===== src/design/deque_with_indexed_removal_assert.svh =====
// ----------------------------------------------------------------------------
// Assertion macros for the deque with indexed removal
// Concurrent assertion shorthands clocked on clk, with and without reset gating.
// ----------------------------------------------------------------------------
`ifndef DEQUE_WITH_INDEXED_REMOVAL_ASSERT_SVH
`define DEQUE_WITH_INDEXED_REMOVAL_ASSERT_SVH

// Checked only while the block is out of reset.
`define DQIR_ASSERT(name, prop, msg) \
  name: assert property (@(posedge clk) disable iff (rst) prop) else $error(msg);

// Checked at every edge, including during reset.
`define DQIR_ASSERT_ALWAYS(name, prop, msg) \
  name: assert property (@(posedge clk) prop) else $error(msg);

`endif


===== src/design/dqir_pkg.sv =====
// ----------------------------------------------------------------------------
// Deque with indexed removal: shared definitions
// Sizes, opcode and status codes, and the control word sent down the cell row.
// ----------------------------------------------------------------------------
package dqir_pkg;

  localparam int CAPACITY   = 16;
  localparam int WORD_WIDTH = 32;

  localparam int OPCODE_W = 3;
  localparam int IN_W     = 32;
  localparam int POS_W    = 4;
  localparam int OUT_W    = 32;
  localparam int STATUS_W = 2;
  localparam int ENTRY_W  = 5;

  localparam int IDX_W   = $clog2(CAPACITY);
  localparam int COUNT_W = $clog2(CAPACITY + 1);
  localparam int CMP_W   = (COUNT_W > POS_W) ? COUNT_W : POS_W;

  typedef enum logic [OPCODE_W-1:0] {
    OP_PUSH_FRONT = 3'd0,
    OP_PUSH_BACK  = 3'd1,
    OP_POP_FRONT  = 3'd2,
    OP_POP_BACK   = 3'd3,
    OP_REMOVE_AT  = 3'd4
  } op_t;

  typedef enum logic [STATUS_W-1:0] {
    ST_OK    = 2'd0,
    ST_EMPTY = 2'd1,
    ST_FULL  = 2'd2,
    ST_RANGE = 2'd3
  } status_t;

  typedef enum logic [1:0] {
    CELL_HOLD,
    CELL_SHIFT_IN,
    CELL_LOAD,
    CELL_REMOVE
  } cell_op_t;

  typedef struct packed {
    cell_op_t         kind;
    logic [IDX_W-1:0] at;
  } cell_ctrl_t;

endpackage


===== src/design/dqir_in_if.sv =====
// ----------------------------------------------------------------------------
// Deque request channel
// Valid/ready channel carrying one operation per beat.
// ----------------------------------------------------------------------------
interface dqir_in_if
  import dqir_pkg::*;
();
  logic                valid;
  logic                ready;
  logic [OPCODE_W-1:0] opcode;
  logic [IN_W-1:0]     push_word;
  logic [POS_W-1:0]    position;

  modport source (output valid, output opcode, output push_word, output position,
                  input ready);
  modport sink (input valid, input opcode, input push_word, input position,
                output ready);
endinterface


===== src/design/dqir_out_if.sv =====
// ----------------------------------------------------------------------------
// Deque result channel
// Valid/ready channel carrying one result per beat.
// ----------------------------------------------------------------------------
interface dqir_out_if
  import dqir_pkg::*;
();
  logic                valid;
  logic                ready;
  logic [OUT_W-1:0]    popped_word;
  logic [STATUS_W-1:0] status;
  logic [ENTRY_W-1:0]  entry_count;

  modport source (output valid, output popped_word, output status, output entry_count,
                  input ready);
  modport sink (input valid, input popped_word, input status, input entry_count,
                output ready);
endinterface


===== src/design/dqir_cell.sv =====
// ----------------------------------------------------------------------------
// Deque storage cell
// Holds one entry and takes a word from its left or right neighbor, or the
// pushed word, as the broadcast control word directs.
// ----------------------------------------------------------------------------
module dqir_cell
  import dqir_pkg::*;
(
  input  logic                  clk,
  input  logic [IDX_W-1:0]      idx,
  input  cell_ctrl_t            ctrl,
  input  logic [WORD_WIDTH-1:0] fill_word,
  input  logic [WORD_WIDTH-1:0] left_word,
  input  logic [WORD_WIDTH-1:0] right_word,
  output logic [WORD_WIDTH-1:0] word
);

  always_ff @(posedge clk) begin
    unique case (ctrl.kind)
      CELL_HOLD: begin
        word <= word;
      end
      CELL_SHIFT_IN: begin
        word <= left_word;
      end
      CELL_LOAD: begin
        if (idx == ctrl.at) begin
          word <= fill_word;
        end
      end
      CELL_REMOVE: begin
        if (idx >= ctrl.at) begin
          word <= right_word;
        end
      end
      default: begin
        word <= word;
      end
    endcase
  end

endmodule


===== src/design/dqir_chain.sv =====
// ----------------------------------------------------------------------------
// Deque cell row
// A row of storage cells, front at cell 0, with a read port for one entry.
// ----------------------------------------------------------------------------
module dqir_chain
  import dqir_pkg::*;
(
  input  logic                  clk,
  input  cell_ctrl_t            ctrl,
  input  logic [WORD_WIDTH-1:0] fill_word,
  input  logic [IDX_W-1:0]      rd_idx,
  output logic [WORD_WIDTH-1:0] rd_word
);

  logic [WORD_WIDTH-1:0] words [CAPACITY];

  for (genvar i = 0; i < CAPACITY; i++) begin : g_cell
    logic [WORD_WIDTH-1:0] left_word;
    logic [WORD_WIDTH-1:0] right_word;

    if (i == 0) begin : g_first
      assign left_word = fill_word;
    end else begin : g_inner_left
      assign left_word = words[i-1];
    end

    if (i == CAPACITY - 1) begin : g_last
      assign right_word = '0;
    end else begin : g_inner_right
      assign right_word = words[i+1];
    end

    dqir_cell u_cell (
      .clk        (clk),
      .idx        (IDX_W'(i)),
      .ctrl       (ctrl),
      .fill_word  (fill_word),
      .left_word  (left_word),
      .right_word (right_word),
      .word       (words[i])
    );
  end

  assign rd_word = words[rd_idx];

endmodule


===== src/design/deque_with_indexed_removal.sv =====
// ----------------------------------------------------------------------------
// Deque with indexed removal
// Bounded double-ended queue of words with push and pop at both ends and
// removal at any position counted from the front.
// ----------------------------------------------------------------------------
// The request channel takes one operation per beat: opcode, push_word and
// position. The result channel returns exactly one beat per request with the
// removed word (zero if none), a status code and the entry count afterwards.
// Entries live in a row of cells; every cell updates in the same cycle, so an
// insert at the front or a removal from the middle shifts the whole row at
// once. The result is registered: it appears in the cycle after the request is
// taken, and one request per cycle is sustained while results are taken.
// While a result waits, a new request is taken only in the cycle that the
// waiting result is taken, so a stalled receiver stalls the sender.
// Pops on an empty queue, pushes on a full one and positions at or beyond the
// count report an error status and leave the contents unchanged.
// Reset empties the queue and clears the result valid flag; cell contents are
// not cleared and are never read before they are written.
// ----------------------------------------------------------------------------
module deque_with_indexed_removal
  import dqir_pkg::*;
(
  input logic       clk,
  input logic       rst,
  dqir_in_if.sink   request,
  dqir_out_if.source result
);

  `include "deque_with_indexed_removal_assert.svh"

  logic [COUNT_W-1:0]    count;
  logic [COUNT_W-1:0]    count_next;
  logic                  out_valid;
  logic [OUT_W-1:0]      out_word;
  status_t               out_status;
  logic [ENTRY_W-1:0]    out_count;

  logic                  in_fire;
  status_t               res_status;
  logic                  take;
  cell_ctrl_t            op_ctrl;
  cell_ctrl_t            cell_ctrl;
  logic [IDX_W-1:0]      rd_idx;
  logic [WORD_WIDTH-1:0] rd_word;
  logic [CMP_W-1:0]      pos_ext;
  logic [CMP_W-1:0]      cnt_ext;

  assign request.ready = !out_valid || result.ready;
  assign in_fire       = request.valid && request.ready;

  assign pos_ext = CMP_W'(request.position);
  assign cnt_ext = CMP_W'(count);

  always_comb begin
    res_status   = ST_OK;
    take         = 1'b0;
    op_ctrl.kind = CELL_HOLD;
    op_ctrl.at   = '0;
    rd_idx       = '0;
    count_next   = count;
    unique case (request.opcode)
      OP_PUSH_FRONT: begin
        if (count == COUNT_W'(CAPACITY)) begin
          res_status = ST_FULL;
        end else begin
          op_ctrl.kind = CELL_SHIFT_IN;
          count_next   = count + 1'b1;
        end
      end
      OP_PUSH_BACK: begin
        if (count == COUNT_W'(CAPACITY)) begin
          res_status = ST_FULL;
        end else begin
          op_ctrl.kind = CELL_LOAD;
          op_ctrl.at   = IDX_W'(count);
          count_next   = count + 1'b1;
        end
      end
      OP_POP_FRONT: begin
        if (count == '0) begin
          res_status = ST_EMPTY;
        end else begin
          op_ctrl.kind = CELL_REMOVE;
          take         = 1'b1;
          count_next   = count - 1'b1;
        end
      end
      OP_POP_BACK: begin
        if (count == '0) begin
          res_status = ST_EMPTY;
        end else begin
          op_ctrl.kind = CELL_REMOVE;
          op_ctrl.at   = IDX_W'(count - 1'b1);
          rd_idx       = IDX_W'(count - 1'b1);
          take         = 1'b1;
          count_next   = count - 1'b1;
        end
      end
      OP_REMOVE_AT: begin
        if (pos_ext >= cnt_ext) begin
          res_status = ST_RANGE;
        end else begin
          op_ctrl.kind = CELL_REMOVE;
          op_ctrl.at   = IDX_W'(pos_ext);
          rd_idx       = IDX_W'(pos_ext);
          take         = 1'b1;
          count_next   = count - 1'b1;
        end
      end
      default: begin
        res_status = ST_OK;
      end
    endcase
  end

  always_comb begin
    cell_ctrl = op_ctrl;
    if (!in_fire) begin
      cell_ctrl.kind = CELL_HOLD;
    end
  end

  dqir_chain u_chain (
    .clk       (clk),
    .ctrl      (cell_ctrl),
    .fill_word (WORD_WIDTH'(request.push_word)),
    .rd_idx    (rd_idx),
    .rd_word   (rd_word)
  );

  always_ff @(posedge clk) begin
    if (rst) begin
      count     <= '0;
      out_valid <= 1'b0;
    end else begin
      if (in_fire) begin
        count     <= count_next;
        out_valid <= 1'b1;
      end else if (result.ready) begin
        out_valid <= 1'b0;
      end
    end
  end

  always_ff @(posedge clk) begin
    if (in_fire) begin
      out_word   <= take ? OUT_W'(rd_word) : '0;
      out_status <= res_status;
      out_count  <= ENTRY_W'(count_next);
    end
  end

  assign result.valid       = out_valid;
  assign result.popped_word = out_word;
  assign result.status      = out_status;
  assign result.entry_count = out_count;

  `DQIR_ASSERT(a_count_bound, count <= COUNT_W'(CAPACITY), "entry count above capacity")
  `DQIR_ASSERT(a_error_keeps_count, in_fire && (res_status != ST_OK) |=> count == $past(count), "failed operation changed the count")
  `DQIR_ASSERT(a_empty_means_zero, out_valid && (out_status == ST_EMPTY) |-> count == '0, "empty status with entries held")
  `DQIR_ASSERT(a_beat_follows, in_fire |=> out_valid, "accepted request produced no result")
  `DQIR_ASSERT_ALWAYS(a_reset_clears, rst |=> !out_valid && (count == '0), "reset left a result or entries")

endmodule


===== src/flat_wrapper.sv =====
// flat-port wrapper written by rule: the top's interface ports become plain ports
module deque_with_indexed_removal_flat import dqir_pkg::*;
  (clk, rst, request_valid, request_opcode, request_push_word, request_position, request_ready, result_valid, result_popped_word, result_status, result_entry_count, result_ready);
  dqir_in_if request_i ();
  dqir_out_if result_i ();
  input logic clk;
  input logic rst;
  input wire logic [$bits(request_i.valid)-1:0] request_valid;
  input wire logic [$bits(request_i.opcode)-1:0] request_opcode;
  input wire logic [$bits(request_i.push_word)-1:0] request_push_word;
  input wire logic [$bits(request_i.position)-1:0] request_position;
  output wire logic [$bits(request_i.ready)-1:0] request_ready;
  output wire logic [$bits(result_i.valid)-1:0] result_valid;
  output wire logic [$bits(result_i.popped_word)-1:0] result_popped_word;
  output wire logic [$bits(result_i.status)-1:0] result_status;
  output wire logic [$bits(result_i.entry_count)-1:0] result_entry_count;
  input wire logic [$bits(result_i.ready)-1:0] result_ready;
  assign request_i.valid = request_valid;
  assign request_i.opcode = request_opcode;
  assign request_i.push_word = request_push_word;
  assign request_i.position = request_position;
  assign request_ready = request_i.ready;
  assign result_valid = result_i.valid;
  assign result_popped_word = result_i.popped_word;
  assign result_status = result_i.status;
  assign result_entry_count = result_i.entry_count;
  assign result_i.ready = result_ready;
  deque_with_indexed_removal u_core (.clk(clk), .rst(rst), .request(request_i), .result(result_i));
endmodule

===== config.mk =====
export PLATFORM = sky130hd
export DESIGN_NAME = deque_with_indexed_removal_flat
export DESIGN_NICKNAME = d
export VERILOG_FILES = /design/src/design/dqir_pkg.sv /design/src/design/dqir_in_if.sv /design/src/design/dqir_out_if.sv /design/src/design/dqir_cell.sv /design/src/design/dqir_chain.sv /design/src/design/deque_with_indexed_removal.sv /design/src/flat_wrapper.sv
export VERILOG_INCLUDE_DIRS = /design/src /design/src/design
export SDC_FILE = /design/constraint.sdc
export NUM_CORES = 1
export LEC_CHECK = 0
export BUFFER_PORTS_ARGS = -buffer_cell sky130_fd_sc_hd__buf_2
export CORE_MARGIN = 1
export CORE_UTILIZATION = 46
export DETAILED_ROUTE_END_ITERATION = 12
export PLACE_DENSITY = 0.62
export SYNTH_ARGS = -nofsm -noshare
export SYNTH_HDL_FRONTEND = slang
export SYNTH_HIERARCHICAL = 1
export SYNTH_SLANG_ARGS = --single-unit

===== constraint.sdc =====
create_clock -name clk -period 10.56 [get_ports clk]
set_input_delay 0.528 -clock clk [delete_from_list [all_inputs] [get_ports clk]]
set_output_delay 0.528 -clock clk [all_outputs]
set_load 0.02 [all_outputs]

==> results of run 1 <==
==> cells by family after synthesis <==
| kind of cell | count (synthesis) | share of synthesized area [%] |
|---|---|---|
| buffers and inverters | 303 | 6.65 |
| AND/OR/NAND/NOR | 723 | 8.93 |
| multiplexers | 640 | 23.1 |
| adder cells (fa/ha/maj) | 72 | 2.60 |
| XOR/XNOR | 5 | 0.127 |
| AO/OA/AOI/OAI | 650 | 10.4 |
| other | 2 | 0.0217 |
| flip-flops | 557 | 48.2 |
==> final cells by class <==
cell class              count  area (um^2)  area share, %
clock inverters            28          355          0.955
inverters                  75          282          0.756
clock buffers              85         1770           4.74
diodes                      1         2.50        0.00672
repair buffers            121          763           2.05
multi-input cells        2186        16200           43.5
flip-flops and latches    557        16700           44.8
well taps                 969         1210           3.26
==> stage by stage <==
stage / hold slack [ns] / worst slack (ns)
after global routing: 0.163 / 4.17
after floorplan: 0.553 / 5.01
after global placement: 0.522 / 4.70
final: 0.189 / 4.55
after CTS: 0.151 / 4.57
after detailed placement: 0.549 / 4.58
==> metal layers <==
metal | vias to the layer above | global-route usage (%)
li1 | 11100 | -
met4 | 10 | 6.43
met3 | 132 | 3.68
met2 | 700 | 36.1
met1 | 11800 | 31.7
met5 | - | 0
==> state kept, by name, summed over array words and instances (netlist names) <==
name	flops
u_core/cnt_ext	5
u_core/u_chain/g_cell.u_cell/word	512
u_core/result.popped_word	32
u_core/result.status	2
u_core/result.valid	1
u_core/result.entry_count	5
==> placed cells by master (no fill, tap or decap), types with 4 or more instances in the layout <==
cell,instances
mux4_2,128
o2111ai_1,16
a21oi_1,519
clkinv_1,9
and3_1,16
dfxtp_1,6
nand3_1,24
nand2b_1,19
nor2_1,520
edfxtp_1,551
mux2i_1,512
buf_12,5
buf_4,33
clkbuf_1,17
clkbuf_16,68
nand3_2,13
nand2_1,40
nor3_1,5
conb_1,96
bufinv_16,8
xnor2_1,4
and2_1,49
clkinv_2,5
nor2b_1,18
a22oi_1,64
ha_1,72
o21ai_0,21
inv_1,72
buf_2,83
==> how the worst max path moves through the flow <==
stage | start | end | depth (start not counted)
finish | u_core/cnt_ext[2] | u_core/u_chain/g_cell[10].u_cell/word[10] | 11
CTS | u_core/cnt_ext[2] | u_core/u_chain/g_cell[9].u_cell/word[16] | 12
detailed placement | u_core/cnt_ext[2] | u_core/u_chain/g_cell[9].u_cell/word[12] | 12
global route | u_core/cnt_ext[2] | u_core/u_chain/g_cell[1].u_cell/word[10] | 12
floorplan | u_core/cnt_ext[2] | u_core/u_chain/g_cell[0].u_cell/word[0] | 11
global placement | u_core/cnt_ext[2] | u_core/u_chain/g_cell[9].u_cell/word[12] | 12
==> worst max-delay path, delay by kind of cell (launching register included) <==
kind	cells	cell delay [ns]
flip-flops	1	0.60
buffers and inverters	4	2.63
AND/OR/NAND/NOR	1	0.18
AO/OA/AOI/OAI	5	1.75
adder cells (fa/ha/maj)	1	0.33
==> power by group through the flow <==
stage                     sequential, mW  clock [mW]  combinational [mW]
after floorplan                     2.82           0               0.846
after global placement              2.84           0                1.07
after detailed placement            2.85           0                1.11
after CTS                           2.80        2.35                1.11
after global routing                2.82        2.43                1.21
final                               2.81        2.29                1.11
==> flow_metrics.env, run 1 <==
export IMPL_outcome="complete, no violations"
export IMPL_ys_warn_count=6
export IMPL_clock_latency_ns=0.60
export IMPL_dp_hpwl_mm=48.4
export IMPL_place_area_mm2=0.0351
export IMPL_grt_overflow_total=0
export IMPL_wl_per_cell_um=21.8
export IMPL_fin_cells=4022
export IMPL_fin_tns_setup_ns=0
export IMPL_setup_worst_path_start_class="register"
export IMPL_wirelength_mm=87.8
export IMPL_fin_skew_ns=0.0201
export IMPL_cts_resized=0
export IMPL_clockRootBuffer="clkbuf_16"
export IMPL_port_buffer_count=83
export IMPL_cts_buffers=66
export IMPL_r2r_start="u_core/cnt_ext[2]"
export IMPL_gp_congestion=0.811
export IMPL_ys_seq_elements=557
export IMPL_period_needed_ns=6.01
export IMPL_p_per_area_mw_per_mm2=167
export IMPL_htreeDepth=3
export IMPL_ctsHoldBuffers=0
export IMPL_cts_max_path_buffers=3
export IMPL_timing_final_hold_violations=0
export IMPL_drv_slew=0
export IMPL_cp_data_required_time_ns=10.84
export IMPL_die_h_um=276
export IMPL_synthArstFlopShare_pct=0
export IMPL_grt_pass1_vias=23200
export IMPL_syn_to_final_growth_pct=7.57
export IMPL_swShare_pct=27.8
export IMPL_ys_top_cells_by_count="551 x edfxtp_1, 521 x nor2_1, 520 x a21oi_1"
export IMPL_fmax_mhz=166
export IMPL_arrival_ns=6.29
export IMPL_hold_end="u_core/result.valid"
export IMPL_hp_start="request_valid"
export IMPL_setup_violations_final=0
export IMPL_hp_class="in -> reg"
export IMPL_maxCapViolations=0
export IMPL_total_power_mw=6.21
export IMPL_synth_area_top_cells="edfxtp_1 48%, mux2i_1 15%, mux4_2 8.3%"
export IMPL_seq_area_frac_synth_pct=48.2
export IMPL_initial_core_util_pct=46.5
export IMPL_final_area_mm2=0.0372
export IMPL_finalNetCount=3122
export IMPL_irDropWorstVdd_uv=108
export IMPL_finalCritPeriodShare_pct=57.0
export IMPL_ios=84
export IMPL_grt_max_degree=268
export IMPL_worstSetupEndpointType="register"
export IMPL_crit_fanout=133
export IMPL_yosys_area_top_type="edfxtp_1"
export IMPL_drtPass1Iterations=5
export IMPL_slowest_delay_ns=1.02
export IMPL_path_cells="inv_1, ha_1, a211oi_1, o21ai_2, o21ai_4, buf_4, nor2_1, a211oi_4, buf_4, buf_4, a21oi_1"
export IMPL_wl_met3_mm=5.09
export IMPL_fp_coreArea_mm2=0.0744
export IMPL_cts_tree="done"
export IMPL_p_switching_mw=1.73
export IMPL_drt_met1_wl_mm=39.8
export IMPL_clock_sinks=557
export IMPL_postCtsSetupRepairBufs=0
export IMPL_dr_max_layer_used="met5"
export IMPL_max_slew_margin_pct=15.6
export IMPL_drive_gt1_share_pct=12.4
export IMPL_p_leak_nw=12.8
export IMPL_ys_flop_type="edfxtp_1"
export IMPL_synth_top_area_share_pct=47.8
export IMPL_crit_top_cell="buf_4"
export IMPL_rr_endpoint="u_core/u_chain/g_cell[10].u_cell/word[10]"
export IMPL_grt_pass1_wl_mm=136
export IMPL_antenna_found_initial=9
export IMPL_reg2regPathDepth=11
export IMPL_pwr_share_clk_pct=36.9
export IMPL_grt_setup_unrepaired="false"
export IMPL_wl_met2_mm=41.0
export IMPL_synth_edff_count=551
export IMPL_die_x_um=276
export IMPL_max_slew_worst_pin_slew_ns=1.27
export IMPL_synthDistinctLibCells=59
export IMPL_rows=100
export IMPL_avgSynthCellArea_um2=11.7
export IMPL_seqPwrFrac_pct=45.2
export IMPL_drt_vias_per_instance=5.91
export IMPL_drtAntennaViolNets=0
export IMPL_die_area_mm2=0.0763
export IMPL_placed_cells=3908
export IMPL_path_clk_slew_ns=0.05
export IMPL_power_frac_comb_pct=17.9
export IMPL_netlist_area_mm2=0.0346
export IMPL_crit_type="reg -> reg"
export IMPL_syn_inst=2952
export IMPL_cp_slowest_cell="buf_4"
export IMPL_drt_drc_violations_left=0
export IMPL_r2r_slack_ns=4.55
export IMPL_vias=23800
export IMPL_synth_most_common_cell="edfxtp_1"
export IMPL_grt_use_total_pct=22.6
export IMPL_final_util_pct=50.0
export IMPL_intPower_mw=4.48
export IMPL_fill_cells=6485
export IMPL_hold_depth=3
export IMPL_drt_iter0_markers=2023
No activity file was read; power rests on OpenSTA's default activity.
==> run 2: changes to the inputs <==
Settings changed: PLACE_DENSITY 0.62 to 0.64.
Clock period 10.56 ns to 5.1 ns, I/O delays scaled along.
==> run 2 against run 1 <==
Effect of this change:
- sequential share of layout area down 0.59 points
- combinational power up 110%
- non-clock buffer count up 44
- largest cell class unchanged
- critical endpoint is now u_core/u_chain/g_cell[13].u_cell/word[25]
- global-route usage up 0.36 points
- final cell count up 1.2%
==> flow_metrics.env, run 2 (synthesis gave the netlist of run 1 again) <==
export IMPL_outcome="complete, no violations"
export IMPL_clock_latency_ns=0.60
export IMPL_fin_ws_ns=0.603
export IMPL_die_area_mm2=0.0763
export IMPL_grt_setup_unrepaired="false"
export IMPL_drt_vias_per_instance=5.92
export IMPL_ios=84
export IMPL_grt_max_degree=187
export IMPL_path_clk_slew_ns=0.06
export IMPL_max_slew_worst_pin_slew_ns=0.949
export IMPL_crit_fanout=11
export IMPL_seqPwrFrac_pct=45.8
export IMPL_die_h_um=276
export IMPL_setup_violations_final=0
export IMPL_period_needed_ns=4.50
export IMPL_cts_max_path_buffers=3
export IMPL_place_area_mm2=0.0357
export IMPL_drt_drc_violations_left=0
export IMPL_final_common_cell="edfxtp_1"
export IMPL_fin_tns_setup_ns=0
export IMPL_finalNetCount=3167
export IMPL_postCtsSetupRepairBufs=0
export IMPL_drtAntennaViolNets=0
export IMPL_r2r_slack_ns=0.60
export IMPL_cts_tree="done"
export IMPL_dp_slack_ns=0.680
export IMPL_grt_use_total_pct=22.9
export IMPL_fin_skew_ns=0.0137
export IMPL_final_cell_mix="551 x edfxtp_1, 520 x nor2_1, 519 x a21oi_1, 512 x mux2i_1, 128 x mux4_2"
export IMPL_placed_cells=3949
export IMPL_drv_slew=0
export IMPL_p_per_area_mw_per_mm2=336
export IMPL_final_area_mm2=0.0377
export IMPL_drive_gt1_share_pct=13.6
export IMPL_fill_cells=6489
export IMPL_crit_type="reg -> reg"
export IMPL_grt_overflow_total=0
export IMPL_port_buffer_count=83
export IMPL_largest_reg_flops=512
export IMPL_clock_sinks=557
export IMPL_timing_final_hold_violations=0
export IMPL_drtPass1Iterations=5
export IMPL_arrival_ns=4.84
export IMPL_wirelength_mm=89.0
export IMPL_irDropWorstVdd_uv=245
export IMPL_htreeDepth=3
export IMPL_worstSetupEndpointType="register"
export IMPL_cts_buffers=67
export IMPL_drt_iter0_markers=2431
export IMPL_cp_data_required_time_ns=5.44
export IMPL_grt_pass1_wl_mm=138
export IMPL_p_leak_nw=13.0
export IMPL_setup_worst_path_start_class="register"
export IMPL_vias=24100
export IMPL_intPower_mw=9.09
export IMPL_max_slew_margin_pct=36.7
export IMPL_fin_cells=4071
export IMPL_gp_congestion=0.831
export IMPL_finalCritPeriodShare_pct=88.2
export IMPL_maxCapViolations=0
export IMPL_antenna_found_initial=10
export IMPL_grt_pass1_vias=23700
export IMPL_syn_to_final_growth_pct=9.01
export IMPL_p_switching_mw=3.59
export IMPL_swShare_pct=28.3
export IMPL_initial_core_util_pct=46.5
export IMPL_fmax_mhz=222
export IMPL_dp_hpwl_mm=52.5
export IMPL_fp_coreArea_mm2=0.0744
export IMPL_wl_per_cell_um=21.8
export IMPL_power_frac_comb_pct=18.8
export IMPL_rows=100
export IMPL_clockRootBuffer="clkbuf_16"
export IMPL_top_register="u_core/u_chain/g_cell.u_cell/word"
export IMPL_hp_class="in -> reg"
export IMPL_pwr_share_clk_pct=35.4
export IMPL_die_x_um=276
==> run 2: cell types whose count changed in the layout (fill, tap and decap cells not counted), moves of 3 or more <==
cell | before | now
buf_4 | 33 | 52
dlygate4sd3_1 | 0 | 3
buf_12 | 5 | 27
clkinv_2 | 5 | 14
clkbuf_1 | 17 | 14
clkinv_1 | 9 | 12
bufinv_16 | 8 | 2
clkinvlp_4 | 3 | 0
diode_2 | 1 | 4
==> run 2: what timing repair did <==
| action | CTS | global route |
|---|---|---|
| hold endpoints to repair | 6 | 0 |
| hold buffers | 3 | 0 |
| gates resized for setup | 0 | 0 |
==> run 2: power by group through the flow <==
stage / sequential, mW / clock [mW] / combinational, mW
detailed placement: 5.90 / 0 / 2.37
CTS: 5.81 / 4.59 / 2.38
finish: 5.81 / 4.49 / 2.38
global route: 5.85 / 4.74 / 2.60
global placement: 5.88 / 0 / 2.29
floorplan: 5.85 / 0 / 1.75
==> run 2: through the flow <==
step	util [%]	power [mW]	hold slack, ns
after floorplan	-	7.60	0.323
after global placement	47.9	8.16	0.511
after global routing	50.7	13.2	0.0996
final	50.7	12.7	0.0848
after CTS	50.7	12.8	0.0529
after detailed placement	47.9	8.26	0.515
==> run 2: area by class of cell <==
class / count / area [um^2] / share of cell area, %
well taps: 969 / 1210 / 3.21
clock inverters: 31 / 209 / 0.554
repair buffers: 165 / 1380 / 3.65
inverters: 75 / 282 / 0.746
diodes: 4 / 10.0 / 0.0265
multi-input cells: 2186 / 16200 / 42.8
flip-flops and latches: 557 / 16700 / 44.2
clock buffers: 84 / 1800 / 4.78
==> run 2: worst paths after layout <==
| path | startpoint | to | cells after the start |
|---|---|---|---|
| worst max-delay path | u_core/cnt_ext[2] | u_core/u_chain/g_cell[13].u_cell/word[25] | 15 |
| worst min-delay path | request_opcode[1] | u_core/result.status[1] | 2 |
| worst max register to register | u_core/cnt_ext[2] | u_core/u_chain/g_cell[13].u_cell/word[25] | 15 |
| worst min register to register | u_core/u_chain/g_cell[0].u_cell/word[5] | u_core/u_chain/g_cell[1].u_cell/word[5] | 2 |
==> run 2: critical path, stage by stage (launching register included) <==
cell and delay, ns:
dfxtp_1 0.62, inv_1 0.20, ha_1 0.33, a211oi_1 0.28
o21ai_2 0.17, a21oi_2 0.14, buf_4 0.16, o2bb2ai_1 0.33
o21bai_1 0.24, buf_4 0.21, inv_1 0.06, ha_1 0.18
nand2b_1 0.14, o21ai_0 0.21, nand3_2 0.56, buf_12 0.39
==> run 2: routing by layer <==
metal  vias up  routed length [um]  track usage (%)
met4         8                2390             7.61
met5         -                  41                0
li1      11200                   -                -
met2       823               41700             36.7
met1     11900               38800             32.1
met3       145                5950             3.29
